## config.mk

```make
export PLATFORM = sky130hd
export DESIGN_NAME = page_buffer_pool_lru
export DESIGN_NICKNAME = d
export VERILOG_FILES = /design/src/rtl/core/pbl_pkg.sv /design/src/rtl/core/pbl_frame_cell.sv /design/src/rtl/core/pbl_queue_cell.sv /design/src/rtl/core/page_buffer_pool_lru.sv
export SDC_FILE = /design/constraint.sdc
export NUM_CORES = 2
export LEC_CHECK = 0
export ABC_CLOCK_PERIOD_IN_PS = 5400
export BUFFER_PORTS_ARGS = -buffer_cell sky130_fd_sc_hd__buf_4
export CAP_MARGIN = 20
export CORE_MARGIN = 8
export CORE_UTILIZATION = 30
export DETAILED_ROUTE_END_ITERATION = 8
export PLACE_DENSITY_LB_ADDON = 0.12
export SLEW_MARGIN = 20
export SYNTH_ARGS = -nofsm -noshare
export SYNTH_HDL_FRONTEND = slang
export SYNTH_SLANG_ARGS = --single-unit
```

## constraint.sdc

```tcl
create_clock -name i_clk -period 5.4 [get_ports i_clk]
set_input_delay 0.27 -clock i_clk [delete_from_list [all_inputs] [get_ports i_clk]]
set_output_delay 0.27 -clock i_clk [all_outputs]
set_load 0.005 [all_outputs]
```

## src/rtl/core/pbl_pkg.sv

```systemverilog
`timescale 1ns / 1ps
// ----------------------------------------------------------------------------
// pbl_pkg: shared types and constants of the page buffer pool
// Frame count, pin counter width, request and result codes, cell interfaces.
// ----------------------------------------------------------------------------
package pbl_pkg;

    localparam int FRAMES   = 16;
    localparam int PIN_BITS = 8;
    localparam int FIDX_W   = (FRAMES > 1) ? $clog2(FRAMES) : 1;
    localparam int LEN_W    = $clog2(FRAMES + 1);
    localparam int FRAME_W  = 6;
    localparam int PAGE_W   = 32;

    localparam logic [PIN_BITS-1:0] PIN_MAX = {PIN_BITS{1'b1}};

    typedef enum logic [2:0] {
        OP_FETCH     = 3'd0,
        OP_UNPIN     = 3'd1,
        OP_NEW       = 3'd2,
        OP_FLUSH     = 3'd3,
        OP_FLUSH_ALL = 3'd4
    } t_op;

    typedef enum logic [1:0] {
        K_WRITE = 2'd0,
        K_READ  = 2'd1,
        K_INIT  = 2'd2,
        K_DONE  = 2'd3
    } t_kind;

    typedef enum logic [2:0] {
        ST_IDLE,
        ST_LOOK,
        ST_ACT,
        ST_CMD,
        ST_FLUSH,
        ST_DONE
    } t_state;

    // per-frame update controls
    typedef struct packed {
        logic install;
        logic drop;
        logic pin_inc;
        logic pin_dec;
        logic set_dirty;
        logic clr_dirty;
        logic q_out;
        logic q_in;
    } t_fcell_ctrl;

    // per-frame status
    typedef struct packed {
        logic                valid;
        logic                dirty;
        logic                in_lru;
        logic                match;
        logic [PIN_BITS-1:0] pin;
        logic [PAGE_W-1:0]   page;
    } t_fcell_stat;

endpackage

```

## src/rtl/core/pbl_frame_cell.sv

```systemverilog
`timescale 1ns / 1ps
// ----------------------------------------------------------------------------
// pbl_frame_cell: state of one buffer frame
// Holds valid, page number, pin count, dirty mark and queue membership.
// ----------------------------------------------------------------------------
module pbl_frame_cell (
    input  logic                         i_clk,
    input  logic                         i_rst_n,
    input  logic [pbl_pkg::PAGE_W-1:0]   i_page,
    input  pbl_pkg::t_fcell_ctrl         i_ctrl,
    output pbl_pkg::t_fcell_stat         o_stat
);

    logic                         r_valid;
    logic                         r_dirty;
    logic                         r_in_lru;
    logic [pbl_pkg::PIN_BITS-1:0] r_pin;
    logic [pbl_pkg::PAGE_W-1:0]   r_page;

    always_ff @(posedge i_clk) begin
        if (!i_rst_n) begin
            r_valid  <= 1'b0;
            r_dirty  <= 1'b0;
            r_in_lru <= 1'b1;
            r_pin    <= '0;
        end else begin
            if (i_ctrl.install) begin
                r_valid <= 1'b1;
                r_pin   <= pbl_pkg::PIN_BITS'(1);
                r_dirty <= 1'b0;
            end else begin
                if (i_ctrl.drop) r_valid <= 1'b0;
                if (i_ctrl.pin_inc) r_pin <= r_pin + 1'b1;
                else if (i_ctrl.pin_dec) r_pin <= r_pin - 1'b1;
                if (i_ctrl.set_dirty) r_dirty <= 1'b1;
                else if (i_ctrl.clr_dirty) r_dirty <= 1'b0;
            end
            if (i_ctrl.q_out) r_in_lru <= 1'b0;
            else if (i_ctrl.q_in) r_in_lru <= 1'b1;
        end
    end

    always_ff @(posedge i_clk) begin
        if (i_ctrl.install) r_page <= i_page;
    end

    assign o_stat.valid  = r_valid;
    assign o_stat.dirty  = r_dirty;
    assign o_stat.in_lru = r_in_lru;
    assign o_stat.pin    = r_pin;
    assign o_stat.page   = r_page;
    assign o_stat.match  = r_valid && (r_page == i_page);

endmodule

```

## src/rtl/core/pbl_queue_cell.sv

```systemverilog
`timescale 1ns / 1ps
// ----------------------------------------------------------------------------
// pbl_queue_cell: one slot of the LRU queue
// Takes its right neighbor's frame on removal, or a pushed frame on load.
// ----------------------------------------------------------------------------
module pbl_queue_cell (
    input  logic                         i_clk,
    input  logic                         i_rst_n,
    input  logic [pbl_pkg::FIDX_W-1:0]   i_rst_id,
    input  logic                         i_shift,
    input  logic [pbl_pkg::FIDX_W-1:0]   i_right,
    input  logic                         i_load,
    input  logic [pbl_pkg::FIDX_W-1:0]   i_load_id,
    output logic [pbl_pkg::FIDX_W-1:0]   o_id
);

    logic [pbl_pkg::FIDX_W-1:0] r_id;

    always_ff @(posedge i_clk) begin
        if (!i_rst_n) begin
            r_id <= i_rst_id;
        end else if (i_shift) begin
            r_id <= i_right;
        end else if (i_load) begin
            r_id <= i_load_id;
        end
    end

    assign o_id = r_id;

endmodule

```

## src/rtl/core/page_buffer_pool_lru.sv

```systemverilog
`timescale 1ns / 1ps
// ----------------------------------------------------------------------------
// page_buffer_pool_lru: buffer pool page map with LRU replacement
// Fully associative page-to-frame map with pin counts, dirty marks and an
// LRU queue of unpinned frames, built as a row of frame cells and a chain
// of queue cells that shift toward the head on removal.
// ----------------------------------------------------------------------------
//  channel   | handshake            | payload
//  ----------+----------------------+------------------------------------------
//  request   | start, busy          | i_op, i_page_id, i_mark_dirty
//  result    | o_strobe (1 cycle)   | o_kind, o_page_number, o_frame, o_ok,
//            |                      | o_last
//
//  A request is taken when start is high and busy is low; busy drops in the
//  cycle that shows its completion. A hit, refusal or unpin completes from
//  the look-up and act states; a flush of one page adds a done state, a
//  fetch/new miss a command and a done state, and a flush of all a walk
//  over the frame cells (one frame per cycle) before the done state. Each
//  result is held one cycle; the receiver cannot stall. Synchronous
//  active-low reset empties the map and queues all frames in index order.
// ----------------------------------------------------------------------------
module page_buffer_pool_lru (
    input  logic                           i_clk,
    input  logic                           i_rst_n,
    input  logic                           start,
    output logic                           busy,
    input  logic [2:0]                     i_op,
    input  logic [pbl_pkg::PAGE_W-1:0]     i_page_id,
    input  logic                           i_mark_dirty,
    output logic                           o_strobe,
    output logic [1:0]                     o_kind,
    output logic [pbl_pkg::PAGE_W-1:0]     o_page_number,
    output logic [pbl_pkg::FRAME_W-1:0]    o_frame,
    output logic                           o_ok,
    output logic                           o_last
);

    localparam int NF = pbl_pkg::FRAMES;
    localparam int FW = pbl_pkg::FIDX_W;
    localparam int LW = pbl_pkg::LEN_W;

    // control and request registers
    pbl_pkg::t_state             r_state, n_state;
    logic [2:0]                  r_op;
    logic [pbl_pkg::PAGE_W-1:0]  r_page;
    logic                        r_md;
    logic                        r_hit, n_hit;
    logic [FW-1:0]               r_f, n_f;
    logic [FW-1:0]               r_v, n_v;
    logic [FW-1:0]               r_walk, n_walk;
    logic [LW-1:0]               r_len, n_len;
    logic [pbl_pkg::PAGE_W-1:0]  r_done_page, n_done_page;
    logic [FW-1:0]               r_done_frame, n_done_frame;
    logic                        r_done_ok, n_done_ok;

    // result registers
    logic                        r_strobe, n_strobe;
    pbl_pkg::t_kind              r_kind, n_kind;
    logic [pbl_pkg::PAGE_W-1:0]  r_pnum, n_pnum;
    logic [FW-1:0]               r_frame, n_frame;
    logic                        r_ok, n_ok;
    logic                        r_last, n_last;

    // cell wiring
    pbl_pkg::t_fcell_ctrl        cell_ctrl [NF];
    pbl_pkg::t_fcell_stat        cell_stat [NF];
    logic [pbl_pkg::PAGE_W-1:0]  cell_page;
    logic [NF-1:0]               match_vec;
    logic [NF-1:0]               in_lru_vec;
    logic [FW-1:0]               q_id   [NF];
    logic [NF-1:0]               q_shift;
    logic [NF-1:0]               q_load;

    logic                        q_rm;
    logic [FW-1:0]               q_rm_id;
    logic                        q_push;
    logic [FW-1:0]               q_push_id;

    logic                        lk_hit;
    logic [FW-1:0]               lk_f;
    pbl_pkg::t_fcell_stat        st_f, st_v, st_w;
    logic [FW-1:0]               head;

    assign cell_page = (r_state == pbl_pkg::ST_CMD) ? r_page
                     : (r_state == pbl_pkg::ST_LOOK) ? r_page : r_page;

    genvar g;
    generate
        for (g = 0; g < NF; g++) begin : g_frame
            pbl_frame_cell u_frame (
                .i_clk   (i_clk),
                .i_rst_n (i_rst_n),
                .i_page  (cell_page),
                .i_ctrl  (cell_ctrl[g]),
                .o_stat  (cell_stat[g])
            );
            assign match_vec[g]  = cell_stat[g].match;
            assign in_lru_vec[g] = cell_stat[g].in_lru;
        end

        for (g = 0; g < NF; g++) begin : g_queue
            pbl_queue_cell u_queue (
                .i_clk     (i_clk),
                .i_rst_n   (i_rst_n),
                .i_rst_id  (FW'(g)),
                .i_shift   (q_shift[g]),
                .i_right   ((g == NF - 1) ? q_id[g] : q_id[(g + 1) % NF]),
                .i_load    (q_load[g]),
                .i_load_id (q_push_id),
                .o_id      (q_id[g])
            );
        end
    endgenerate

    // queue chain: a slot shifts once the removed frame lies at or before it
    always_comb begin
        logic pre;
        pre = 1'b0;
        for (int k = 0; k < NF; k++) begin
            pre = pre | ((q_id[k] == q_rm_id) && (LW'(k) < r_len));
            q_shift[k] = q_rm && pre;
            q_load[k]  = q_push && (LW'(k) == r_len);
        end
    end

    // lowest matching frame
    always_comb begin
        lk_hit = 1'b0;
        lk_f   = '0;
        for (int k = NF - 1; k >= 0; k--) begin
            if (match_vec[k]) begin
                lk_hit = 1'b1;
                lk_f   = FW'(k);
            end
        end
    end

    assign head = q_id[0];
    assign st_f = cell_stat[r_f];
    assign st_v = cell_stat[head];
    assign st_w = cell_stat[r_walk];

    always_ff @(posedge i_clk) begin
        if (!i_rst_n) begin
            r_state  <= pbl_pkg::ST_IDLE;
            r_len    <= LW'(NF);
            r_strobe <= 1'b0;
        end else begin
            r_state  <= n_state;
            r_len    <= n_len;
            r_strobe <= n_strobe;
        end
    end

    always_ff @(posedge i_clk) begin
        if (start && !busy) begin
            r_op   <= i_op;
            r_page <= i_page_id;
            r_md   <= i_mark_dirty;
        end
        r_hit        <= n_hit;
        r_f          <= n_f;
        r_v          <= n_v;
        r_walk       <= n_walk;
        r_done_page  <= n_done_page;
        r_done_frame <= n_done_frame;
        r_done_ok    <= n_done_ok;
        r_kind       <= n_kind;
        r_pnum       <= n_pnum;
        r_frame      <= n_frame;
        r_ok         <= n_ok;
        r_last       <= n_last;
    end

    always_comb begin
        n_state      = r_state;
        n_hit        = r_hit;
        n_f          = r_f;
        n_v          = r_v;
        n_walk       = r_walk;
        n_len        = r_len;
        n_done_page  = r_done_page;
        n_done_frame = r_done_frame;
        n_done_ok    = r_done_ok;
        n_strobe     = 1'b0;
        n_kind       = r_kind;
        n_pnum       = r_pnum;
        n_frame      = r_frame;
        n_ok         = r_ok;
        n_last       = r_last;
        q_rm         = 1'b0;
        q_rm_id      = '0;
        q_push       = 1'b0;
        q_push_id    = '0;
        for (int k = 0; k < NF; k++) cell_ctrl[k] = '0;

        unique case (r_state)
            pbl_pkg::ST_IDLE: begin
                if (start) n_state = pbl_pkg::ST_LOOK;
            end
            pbl_pkg::ST_LOOK: begin
                n_hit   = lk_hit;
                n_f     = lk_f;
                n_state = pbl_pkg::ST_ACT;
            end
            pbl_pkg::ST_ACT: begin
                // default outcome: completion straight from here
                n_strobe = 1'b1;
                n_kind   = pbl_pkg::K_DONE;
                n_pnum   = r_page;
                n_frame  = '0;
                n_ok     = 1'b0;
                n_last   = 1'b1;
                n_state  = pbl_pkg::ST_IDLE;
                case (r_op) inside
                    pbl_pkg::OP_FETCH, pbl_pkg::OP_NEW: begin
                        if (r_hit && (r_op == pbl_pkg::OP_NEW)) begin
                            n_frame = r_f;
                        end else if (r_hit) begin
                            n_frame = r_f;
                            if (st_f.pin != pbl_pkg::PIN_MAX) begin
                                n_ok = 1'b1;
                                cell_ctrl[r_f].pin_inc = 1'b1;
                                if (st_f.in_lru) begin
                                    cell_ctrl[r_f].q_out = 1'b1;
                                    q_rm    = 1'b1;
                                    q_rm_id = r_f;
                                    n_len   = r_len - 1'b1;
                                end
                            end
                        end else if (r_len != '0) begin
                            // evict queue head
                            n_strobe = 1'b0;
                            n_v      = head;
                            q_rm     = 1'b1;
                            q_rm_id  = head;
                            n_len    = r_len - 1'b1;
                            cell_ctrl[head].q_out = 1'b1;
                            cell_ctrl[head].drop  = 1'b1;
                            if (st_v.valid && st_v.dirty) begin
                                n_strobe = 1'b1;
                                n_kind   = pbl_pkg::K_WRITE;
                                n_pnum   = st_v.page;
                                n_frame  = head;
                                n_last   = 1'b0;
                            end
                            n_state = pbl_pkg::ST_CMD;
                        end
                    end
                    pbl_pkg::OP_UNPIN: begin
                        if (r_hit) begin
                            n_frame = r_f;
                            if (st_f.pin != '0) begin
                                n_ok = 1'b1;
                                cell_ctrl[r_f].pin_dec   = 1'b1;
                                cell_ctrl[r_f].set_dirty = r_md;
                                if ((st_f.pin == pbl_pkg::PIN_BITS'(1)) && !st_f.in_lru) begin
                                    cell_ctrl[r_f].q_in = 1'b1;
                                    q_push    = 1'b1;
                                    q_push_id = r_f;
                                    n_len     = r_len + 1'b1;
                                end
                            end
                        end
                    end
                    pbl_pkg::OP_FLUSH: begin
                        if (r_hit) begin
                            n_kind       = pbl_pkg::K_WRITE;
                            n_frame      = r_f;
                            n_last       = 1'b0;
                            cell_ctrl[r_f].clr_dirty = 1'b1;
                            n_done_page  = r_page;
                            n_done_frame = r_f;
                            n_done_ok    = 1'b1;
                            n_state      = pbl_pkg::ST_DONE;
                        end
                    end
                    pbl_pkg::OP_FLUSH_ALL: begin
                        n_strobe = 1'b0;
                        n_walk   = '0;
                        n_state  = pbl_pkg::ST_FLUSH;
                    end
                    default: begin
                    end
                endcase
            end
            pbl_pkg::ST_CMD: begin
                cell_ctrl[r_v].install = 1'b1;
                n_strobe     = 1'b1;
                n_kind       = (r_op == pbl_pkg::OP_NEW) ? pbl_pkg::K_INIT : pbl_pkg::K_READ;
                n_pnum       = r_page;
                n_frame      = r_v;
                n_ok         = 1'b0;
                n_last       = 1'b0;
                n_done_page  = r_page;
                n_done_frame = r_v;
                n_done_ok    = 1'b1;
                n_state      = pbl_pkg::ST_DONE;
            end
            pbl_pkg::ST_FLUSH: begin
                if (st_w.valid && st_w.dirty) begin
                    cell_ctrl[r_walk].clr_dirty = 1'b1;
                    n_strobe = 1'b1;
                    n_kind   = pbl_pkg::K_WRITE;
                    n_pnum   = st_w.page;
                    n_frame  = r_walk;
                    n_ok     = 1'b0;
                    n_last   = 1'b0;
                end
                if (r_walk == FW'(NF - 1)) begin
                    n_done_page  = '0;
                    n_done_frame = '0;
                    n_done_ok    = 1'b1;
                    n_state      = pbl_pkg::ST_DONE;
                end else begin
                    n_walk = r_walk + 1'b1;
                end
            end
            pbl_pkg::ST_DONE: begin
                n_strobe = 1'b1;
                n_kind   = pbl_pkg::K_DONE;
                n_pnum   = r_done_page;
                n_frame  = r_done_frame;
                n_ok     = r_done_ok;
                n_last   = 1'b1;
                n_state  = pbl_pkg::ST_IDLE;
            end
            default: n_state = pbl_pkg::ST_IDLE;
        endcase
    end

    // busy also covers a non-final result in the result register, so the next
    // request is taken no earlier than the cycle that shows the completion
    assign busy          = (r_state != pbl_pkg::ST_IDLE) || (r_strobe && !r_last);
    assign o_strobe      = r_strobe;
    assign o_kind        = r_kind;
    assign o_page_number = r_pnum;
    assign o_frame       = pbl_pkg::FRAME_W'(r_frame);
    assign o_ok          = r_ok;
    assign o_last        = r_last;

`ifndef SYNTHESIS
    a_len_range: assert property (@(posedge i_clk) disable iff (!i_rst_n)
        r_len <= LW'(NF))
        else $error("queue length beyond frame count");
    a_len_members: assert property (@(posedge i_clk) disable iff (!i_rst_n)
        $countones(in_lru_vec) == 32'(r_len))
        else $error("queue length disagrees with membership bits");
    a_accept_busy: assert property (@(posedge i_clk) disable iff (!i_rst_n)
        (start && !busy) |=> busy)
        else $error("request accepted without going busy");
    a_last_gap: assert property (@(posedge i_clk) disable iff (!i_rst_n)
        (o_strobe && o_last) |=> !o_strobe)
        else $error("result right after a completion");
`endif

endmodule

```

== Word level (Yosys, flattened, before mapping) ==
Cells that the tools add are included.

* Register bits: 887
* Bits in latches: 0
* RAM bits: 0
* Bits in read-only memories: 0
* Input bits: 39
* Output and inout bits: 44
* Logic and storage cells: 867
* Memories kept: 0

* $add $sub $neg: 35
* Multiply operators: 0
* Divide/modulo/power cells: 0
* Magnitude comparators: 24
* Equal/unequal tests: 72
* Shifts and indexed selects: 0
* Multiplexer cells: 364
* Bitwise gates (word level): 23
* Reduce and logical (&&, ||, !) cells: 216

{| class="wikitable"
|+ Operator list
! operator !! count
|-
| 2-to-1 mux 128 bit || 10
|-
| binary-select mux 44 bit (select 4 bit) || 3
|-
| bitwise mux 128 bit || 4
|-
| == test 32 bit || 16
|-
| one-hot mux 128 bit (3 select lines) || 1
|-
| 2-to-1 mux 123 bit || 3
|-
| 2-to-1 mux 32 bit || 11
|-
| demux 8 bit (select 4 bit) || 10
|-
| 2-to-1 mux 4 bit || 71
|-
| 2-to-1 mux 8 bit || 33
|-
| 2-to-1 mux 44 bit || 4
|-
| nonzero test 2 bit || 85
|-
| 2-to-1 mux 1 bit || 158
|-
| adder 8 x 1 -> 8 bit (second input constant) || 16
|-
| one-hot mux 32 bit (4 select lines) || 1
|-
| subtractor 8 x 1 -> 8 bit (second input constant) || 16
|-
| one-hot mux 32 bit (3 select lines) || 1
|-
| 2-to-1 mux 42 bit || 2
|-
| logical AND 1 bit || 74
|-
| == test 4 bit || 16
|-
| 2-to-1 mux 5 bit || 11
|-
| nonzero test 3 bit || 18
|-
| == test 4 x 5 -> 1 bit (first input constant) || 8
|-
| less-than comparator 4 x 5 -> 1 bit (first input constant) || 8
|-
| 48 further kinds || 154
|}

== Depth between registers and ports, before layout ==
* Depth after elaboration: 31
* Depth in mapped cells: 24
* Mapped depth without buffers: 19

== By module ==
Synthesis repeated with hierarchy kept, for this count alone.

* Cells, all modules: 4168
* Area total of the unflattened synthesis: 53055.9 sq um

{| class="wikitable"
|+ By module, submodules not included
! module !! instances !! cells an instance !! area an instance (sq um) !! seq. area each (sq um)
|-
| pbl_frame_cell at g_frame[0].u_frame ... || 14 || 147 || 1966.9 || 1181.1
|-
| page_buffer_pool_lru || 1 || 1502 || 18002.3 || 3933.8
|-
| pbl_queue_cell || 16 || 19 || 222.7 || 120.1
|-
| pbl_frame_cell at g_frame[7].u_frame || 1 || 153 || 1981.9 || 1181.1
|-
| pbl_frame_cell at g_frame[9].u_frame || 1 || 151 || 1971.9 || 1181.1
|}

== Worst setup path after synthesis ==
No wires, ideal clock.

* Path type: register to register
* Start point: reg r_f[0]
* End point: reg g_frame[5].u_frame.r_pin[7] in the netlist's numbering
* Library setup time: 0.072 ns
* Arrival time: 4.522 ns
* Data required time: 5.328 ns
* Setup slack: 0.807 ns
* Cell stages (with the launch flop): 23
* Path buffers: 4
* Period minus slack after synthesis: 4.593 ns
* Cell sequence: edfxtp_1 -> buf_6 -> buf_12 -> mux4_2 -> a22oi_1 -> nand2_1 -> nand4_2 -> or2_1 -> buf_6 -> buf_6 -> nand3b_2 -> nor3_1 -> nand2_1 -> ha_1 -> a21o_1 -> a21o_1 -> a21o_1 -> a21oi_1 -> o21bai_1 -> a21oi_1 -> xor2_1 -> or3_1 -> a21oi_1

* Word-level cells in the longest chain between the ends: 14
* Elaborated cells on any way between the ends: 35
* Classes of those cells: order compare: 2; eq/ne: 2; mux: 24; bitwise: 1; reduce/logical: 6

{| class="wikitable"
|+ Ends and longest elaborated chain
! what !! line !! text
|-
| start, declared || page_buffer_pool_lru.sv:48 || <nowiki>logic [FW-1:0] r_f, n_f;</nowiki>
|-
| start signal, assigned || page_buffer_pool_lru.sv:162 || <nowiki>r_f <= n_f;</nowiki>
|-
| NOT 4 -> 5 bit (not written as such) (*) || n/a ||
|-
| >= comparator 5 bit (not written as such) / less-than comparator 5 x 1 -> 1 bit (equally long branches) || page_buffer_pool_lru.sv:223, page_buffer_pool_lru.sv:255 ||
|-
| logical AND 1 bit (not written as such) || page_buffer_pool_lru.sv:223, page_buffer_pool_lru.sv:255 ||
|-
| 2-to-1 mux 5 bit (not written as such) || page_buffer_pool_lru.sv:255 || <nowiki>cell_ctrl[r_f].pin_dec = 1'b1;</nowiki>
|-
| demux 8 bit (select 4 bit) || page_buffer_pool_lru.sv:255 ||
|-
| bitwise mux 128 bit || page_buffer_pool_lru.sv:256 || <nowiki>cell_ctrl[r_f].set_dirty = r_md;</nowiki>
|-
| bitwise mux 128 bit || page_buffer_pool_lru.sv:258 || <nowiki>cell_ctrl[r_f].q_in = 1'b1;</nowiki>
|-
| 2-to-1 mux 128 bit || page_buffer_pool_lru.sv:257 || <nowiki>if ((st_f.pin == pbl_pkg::PIN_BITS'(1)) && !st_f.in_lru) begin</nowiki>
|-
| 2-to-1 mux 128 bit || page_buffer_pool_lru.sv:253 || <nowiki>if (st_f.pin != '0) begin</nowiki>
|-
| 2-to-1 mux 128 bit || page_buffer_pool_lru.sv:251 || <nowiki>if (r_hit) begin</nowiki>
|-
| 2-to-1 mux 128 bit || page_buffer_pool_lru.sv:215 || <nowiki>case (r_op) inside</nowiki>
|-
| 2-to-1 mux 128 bit (*) || page_buffer_pool_lru.sv:215 ||
|-
| one-hot mux 128 bit (3 select lines) (*) || page_buffer_pool_lru.sv:197 || <nowiki>unique case (r_state)</nowiki>
|-
| nonzero test 2 bit (no line) || n/a ||
|-
| end signal, assigned || pbl_frame_cell.sv:29 || <nowiki>r_pin <= pbl_pkg::PIN_BITS'(1);</nowiki>
|-
| end signal, assigned || pbl_frame_cell.sv:33 || <nowiki>if (i_ctrl.pin_inc) r_pin <= r_pin + 1'b1;</nowiki>
|-
| end signal, assigned || pbl_frame_cell.sv:34 || <nowiki>else if (i_ctrl.pin_dec) r_pin <= r_pin - 1'b1;</nowiki>
|-
| end, declared || pbl_frame_cell.sv:17 || <nowiki>logic [pbl_pkg::PIN_BITS-1:0] r_pin;</nowiki>
|}

Mark *: on every way between the ends. The rest lies on a longest branch, timed or not. The select of a mux whose other input is x is not followed.
A chain may end at the register's enable or synchronous reset.

== Worst setup path after layout ==
* Start point: reg r_f[1]
* End point: reg g_frame[2].u_frame.r_pin[7] in the netlist's numbering

* Word-level cells in the longest chain between the ends: 14
* Elaborated cells on any way between the ends: 35
* Classes of those cells: order compare: 2; eq/ne: 2; mux: 24; bitwise: 1; reduce/logical: 6

{| class="wikitable"
|+ Ends and longest elaborated chain
! what !! line
|-
| NOT 4 -> 5 bit (not written as such) (*) || n/a
|-
| >= comparator 5 bit (not written as such) / less-than comparator 5 x 1 -> 1 bit (equally long branches) || page_buffer_pool_lru.sv:223, page_buffer_pool_lru.sv:255
|-
| logical AND 1 bit (not written as such) || page_buffer_pool_lru.sv:223, page_buffer_pool_lru.sv:255
|-
| 2-to-1 mux 5 bit (not written as such) || page_buffer_pool_lru.sv:255
|-
| demux 8 bit (select 4 bit) || page_buffer_pool_lru.sv:255
|-
| bitwise mux 128 bit || page_buffer_pool_lru.sv:256
|-
| bitwise mux 128 bit || page_buffer_pool_lru.sv:258
|-
| 2-to-1 mux 128 bit || page_buffer_pool_lru.sv:257
|-
| 2-to-1 mux 128 bit || page_buffer_pool_lru.sv:253
|-
| 2-to-1 mux 128 bit || page_buffer_pool_lru.sv:251
|-
| 2-to-1 mux 128 bit || page_buffer_pool_lru.sv:215
|-
| 2-to-1 mux 128 bit (*) || page_buffer_pool_lru.sv:215
|-
| one-hot mux 128 bit (3 select lines) (*) || page_buffer_pool_lru.sv:197
|-
| nonzero test 2 bit (no line) || n/a
|-
| end signal, assigned || pbl_frame_cell.sv:29
|-
| end signal, assigned || pbl_frame_cell.sv:33
|-
| end signal, assigned || pbl_frame_cell.sv:34
|-
| end, declared || pbl_frame_cell.sv:17
|}

Marks and branches as above.

==> impl_metrics.csv <==
group,metric,value,unit
die,die_area,188000,um^2
synthesis,synth_area_per_cell,12.3,um^2
die,die_y,434,um
worst_setup_path,reg2reg_depth,21,
synthesis,synth_seq_area_share,46.1,%
synthesis,ys_warn_count,0,
worst_setup_path,crit_fanout,20,
worst_setup_path,required,6.07,ns
die,fp.dieW,434,um
placement,dpl.hpwl,164,mm
synthesis,ys_types,108,
worst_setup_path,max_stage_delay,0.36,ns
synthesis,synth_top_family_by_area,"multiplexers",
placement,gp_congestion,0.963,
routing,drt_iter0_drc,4614,
worst_setup_path,timing.rr.start,"r_f[1]",
cts,postCtsSetupBuffers,0,
die,initial_core_util,30.1,%
placement,dp_cells,6561,
routing,top_layer,"met5",
timing,finalSetupTns,0,ns
job,maxCapViolCount,0,
power,totalPowerFinal,17.4,mW
timing,worst_slew_pin_slew,1.19,ns
worst_setup_path,cp_cell_sequence,"buf_4 > buf_4 > mux4_2 > a22oi_1 > nand2_1 > nand4_2 > or2_1 > nand3b_2 > nor3_1 > buf_4 > nand2_1 > ha_1 > a21o_1 > a21o_1 > a21o_1 > a21oi_1 > o21bai_1 > a21oi_1 > xor2_1 > or3_1 > a21oi_1",
finish,drive_above_1_share,19.5,%
finish,area_growth,14.8,%
synthesis,synth_compound_area_share,10.5,%
finish,final_nets,4545,
timing,grt_setup_unrepaired,"no",
worst_setup_path,cp_top_family,"simple AND/OR/NAND/NOR gates",
min_path,min_to,"r_state[0]",
timing,timing.hold.ws,0.0895,ns
synthesis,synth_largest_area_cell,"edfxtp_1",
worst_setup_path,arrival,5.62,ns
synthesis,ys_async_sr_fraction,0,%
die,core_area,174000,um^2
cts,clock_path_buffers,3,
routing,routedLengthMet1,96.5,mm
cts,cts_made_buffers,111,
synthesis,synth_xor_area_share,10.6,%
power,peakVddDrop,0.280,mV
global_routing,grt_use_total,24.0,%
synthesis,synthSimpleGateAreaFrac,8.97,%
routing,wl_per_cell,34.1,um
global_routing,grt_pass1_vias,37800,
global_routing,grt_max_degree,130,
min_path,min_path_type,"input pin to flip-flop",
cts,htree_levels,3,
worst_setup_path,worstSetupEndpointType,"flip-flop",
finish,finalNonFillerCells,6803,
timing,slew_violations,0,
cts,insertion_delay,0.76,ns
power,p_per_area,290,nW/um^2
worst_setup_path,path_buf_inv,3,
worst_setup_path,worst-setup-path-type,"flip-flop to flip-flop",
finish,multiInputGateArea,26800,um^2
synthesis,synthMuxAreaShare,17.8,%
synthesis,synth.top_cell.area_share,36.5,%
cts,clockRootBuffer,"clkbuf_16",
finish,seq_area,24100,um^2
synthesis,ys_seq_elements,886,
cts,path_clk_slew,0.06,ns
cts,clock-sinks,886,
timing,fin_crit_sh,91.6,%
cts,cts_tree,"yes",
synthesis,synth-edff-count,637,
timing,finClkSkew,0.0459,ns
routing,drc,0,
routing,antenna_left,0,
timing,finalHoldViolCount,0,
worst_setup_path,r2r-end,"g_frame[2].u_frame.r_pin[7]",
routing,vias_per_cell,5.70,
global_routing,overflow,0,
global_routing,antenna_found_initial,4,
synthesis,synth_area,52300,um^2
synthesis,synthTopCellsByArea,"edfxtp_1 (37%), mux4_2 (15%), dfxtp_1 (9.5%), xnor2_1 (6.9%), xor2_1 (3.7%)",
timing,period_minus_slack,4.95,ns
synthesis,synth_adder_area_share,3.12,%
routing,wl,232,mm
min_path,min-delay-start,"start",
placement,port_buffers,80,
run_status,status,"complete, no violations",
worst_setup_path,start_kind,"flip-flop",
worst_setup_path,rrSetupSlack,0.45,ns
timing,setup_viol,0,
routing,route.met3.wl,16.1,mm
min_path,hold_depth,5,
die,rows,153,
power,p_leak,20.2,nW
global_routing,grt_pass1_wl,320,mm
routing,detailroute.wirelength.met2,109,mm
synthesis,ys.flop_type,"edfxtp_1",
routing,vias,38800,
routing,dr.pass1.iters,7,
timing,max_freq,0.202,GHz
synthesis,syn-instance-count,4257,
die,pin_count,83,
timing,relSlewSlack,21.0,%
finish,nFillCells,17200,
worst_setup_path,critPathSlowestCell,"ha_1",
-- how the worst max path moves through the flow --
| stage | start | to | slack, ns | depth (start not counted) |
|---|---|---|---|---|
| final | r_f[1] | g_frame[2].u_frame.r_pin[7] | 0.45 | 21 |
| after global routing | r_f[1] | g_frame[2].u_frame.r_pin[7] | 0.05 | 21 |
| after CTS | r_f[1] | g_frame[1].u_frame.r_pin[7] | 0.33 | 21 |
| after detailed placement | r_f[1] | g_frame[1].u_frame.r_pin[7] | 0.35 | 21 |
| after global placement | r_f[1] | g_frame[5].u_frame.r_pin[7] | 0.47 | 21 |
| after floorplan | r_f[0] | g_frame[5].u_frame.r_pin[7] | 0.81 | 22 |
-- tightest hold or removal path, stage by stage --
cell	delay, ns
buf_4	0.14
nor3_1	0.17
a21oi_1	0.07
nand3_1	0.08
a31oi_1	0.04
-- registers in the layout, summed over array words and instances, names as in the netlist, 5 cells and up --
name	cells
g_frame.u_frame.r_page	512
g_frame.u_frame.r_pin	128
g_queue.u_queue.o_id	64
cell_page	32
o_page_number	32
r_done_page	32
g_frame.u_frame.r_dirty	16
g_frame.u_frame.r_in_lru	16
g_frame.u_frame.r_valid	16
r_len	5
-- cells by family (layout without fill, tap and decap cells) --
logic type                 Yosys count  count (layout)
and+or+nand+nor                    955             955
DFF                                886             886
AOI/OAI and AO/OA                  822             822
xor gates and xnor gates           634             634
muxes                              481             481
buffers and inverters              357             574
adders and majority gates          121             121
other                                1               5
-- layout by cell type (no fill, tap or decap), types with 11 or more instances in the layout --
cell type	n
nor2_1	295
ha_1	105
xnor2_1	413
fa_1	16
nand3_1	85
dlygate4sd3_1	36
a21oi_1	242
buf_4	255
a31oi_1	17
clkbuf_1	21
o211ai_1	19
nand4_1	96
nor3_1	41
o31ai_1	17
clkinv_1	22
o21bai_1	16
edfxtp_1	637
or3_1	18
o21ai_0	117
and2_1	39
inv_1	48
a21o_1	95
nand2_1	213
a22oi_1	77
clkinv_2	37
a211oi_1	33
nor4_1	58
xor2_1	221
and3_1	15
clkbuf_16	112
buf_12	11
nand2b_1	14
o22ai_1	26
dfxtp_1	246
mux4_2	360
nor2b_1	13
o221ai_1	46
mux2i_1	116
-- where the power goes --
group          switching (mW)  internal [mW]
logic                    1.61          0.725
clock network            3.25           4.18
registers               0.179           7.50
total                    5.04           12.4
-- per-stage QoR --
| stage | setup WS (ns) | util, % | instance area, um^2 |
|---|---|---|---|
| final | 0.453 | 34.6 | 60100 |
| after CTS | 0.329 | 34.6 | 60100 |
| after global placement | 0.473 | 32.4 | 56200 |
| after global routing | 0.0506 | 34.6 | 60100 |
| after floorplan | 0.807 | - | 52300 |
| after detailed placement | 0.349 | 32.4 | 56200 |
-- synthesized netlist by cell type, types with 58 or more instances --
master / n
edfxtp_1: 637
xnor2_1: 413
mux4_2: 360
nor2_1: 297
dfxtp_1: 249
a21oi_1: 242
xor2_1: 221
nand2_1: 216
clkbuf_1: 167
o21ai_0: 117
mux2i_1: 116
ha_1: 105
nand4_1: 96
a21o_1: 95
nand3_1: 85
a22oi_1: 77
buf_1: 70
inv_1: 64
nor4_1: 58
-- area by class of cell --
type | instances | share of cell area, %
diodes | 3 | 0.0125
clock buffers | 140 | 4.96
clock inverters | 63 | 0.877
inverters | 69 | 0.454
multi-input cells | 3015 | 44.6
flip-flops and latches | 886 | 40.1
well taps | 2325 | 4.84
repair buffers | 302 | 4.15
-- what timing repair did --
| action | 4_1_cts | 5_1_grt |
|---|---|---|
| resized for setup | 0 | 1 |
| setup endpoints to repair | 0 | 1 |
| endpoints found under the hold margin | 36 | 0 |
| hold buffers | 36 | 0 |
-- metal layers --
layer / GRT usage (%) / vias to the layer above
met2: 39.2 / 1718
met4: 9.16 / 2
met1: 32.1 / 20000
met5: 0 / -
met3: 4.03 / 362
li1: - / 16700
Power figures use the tool's default switching activity.
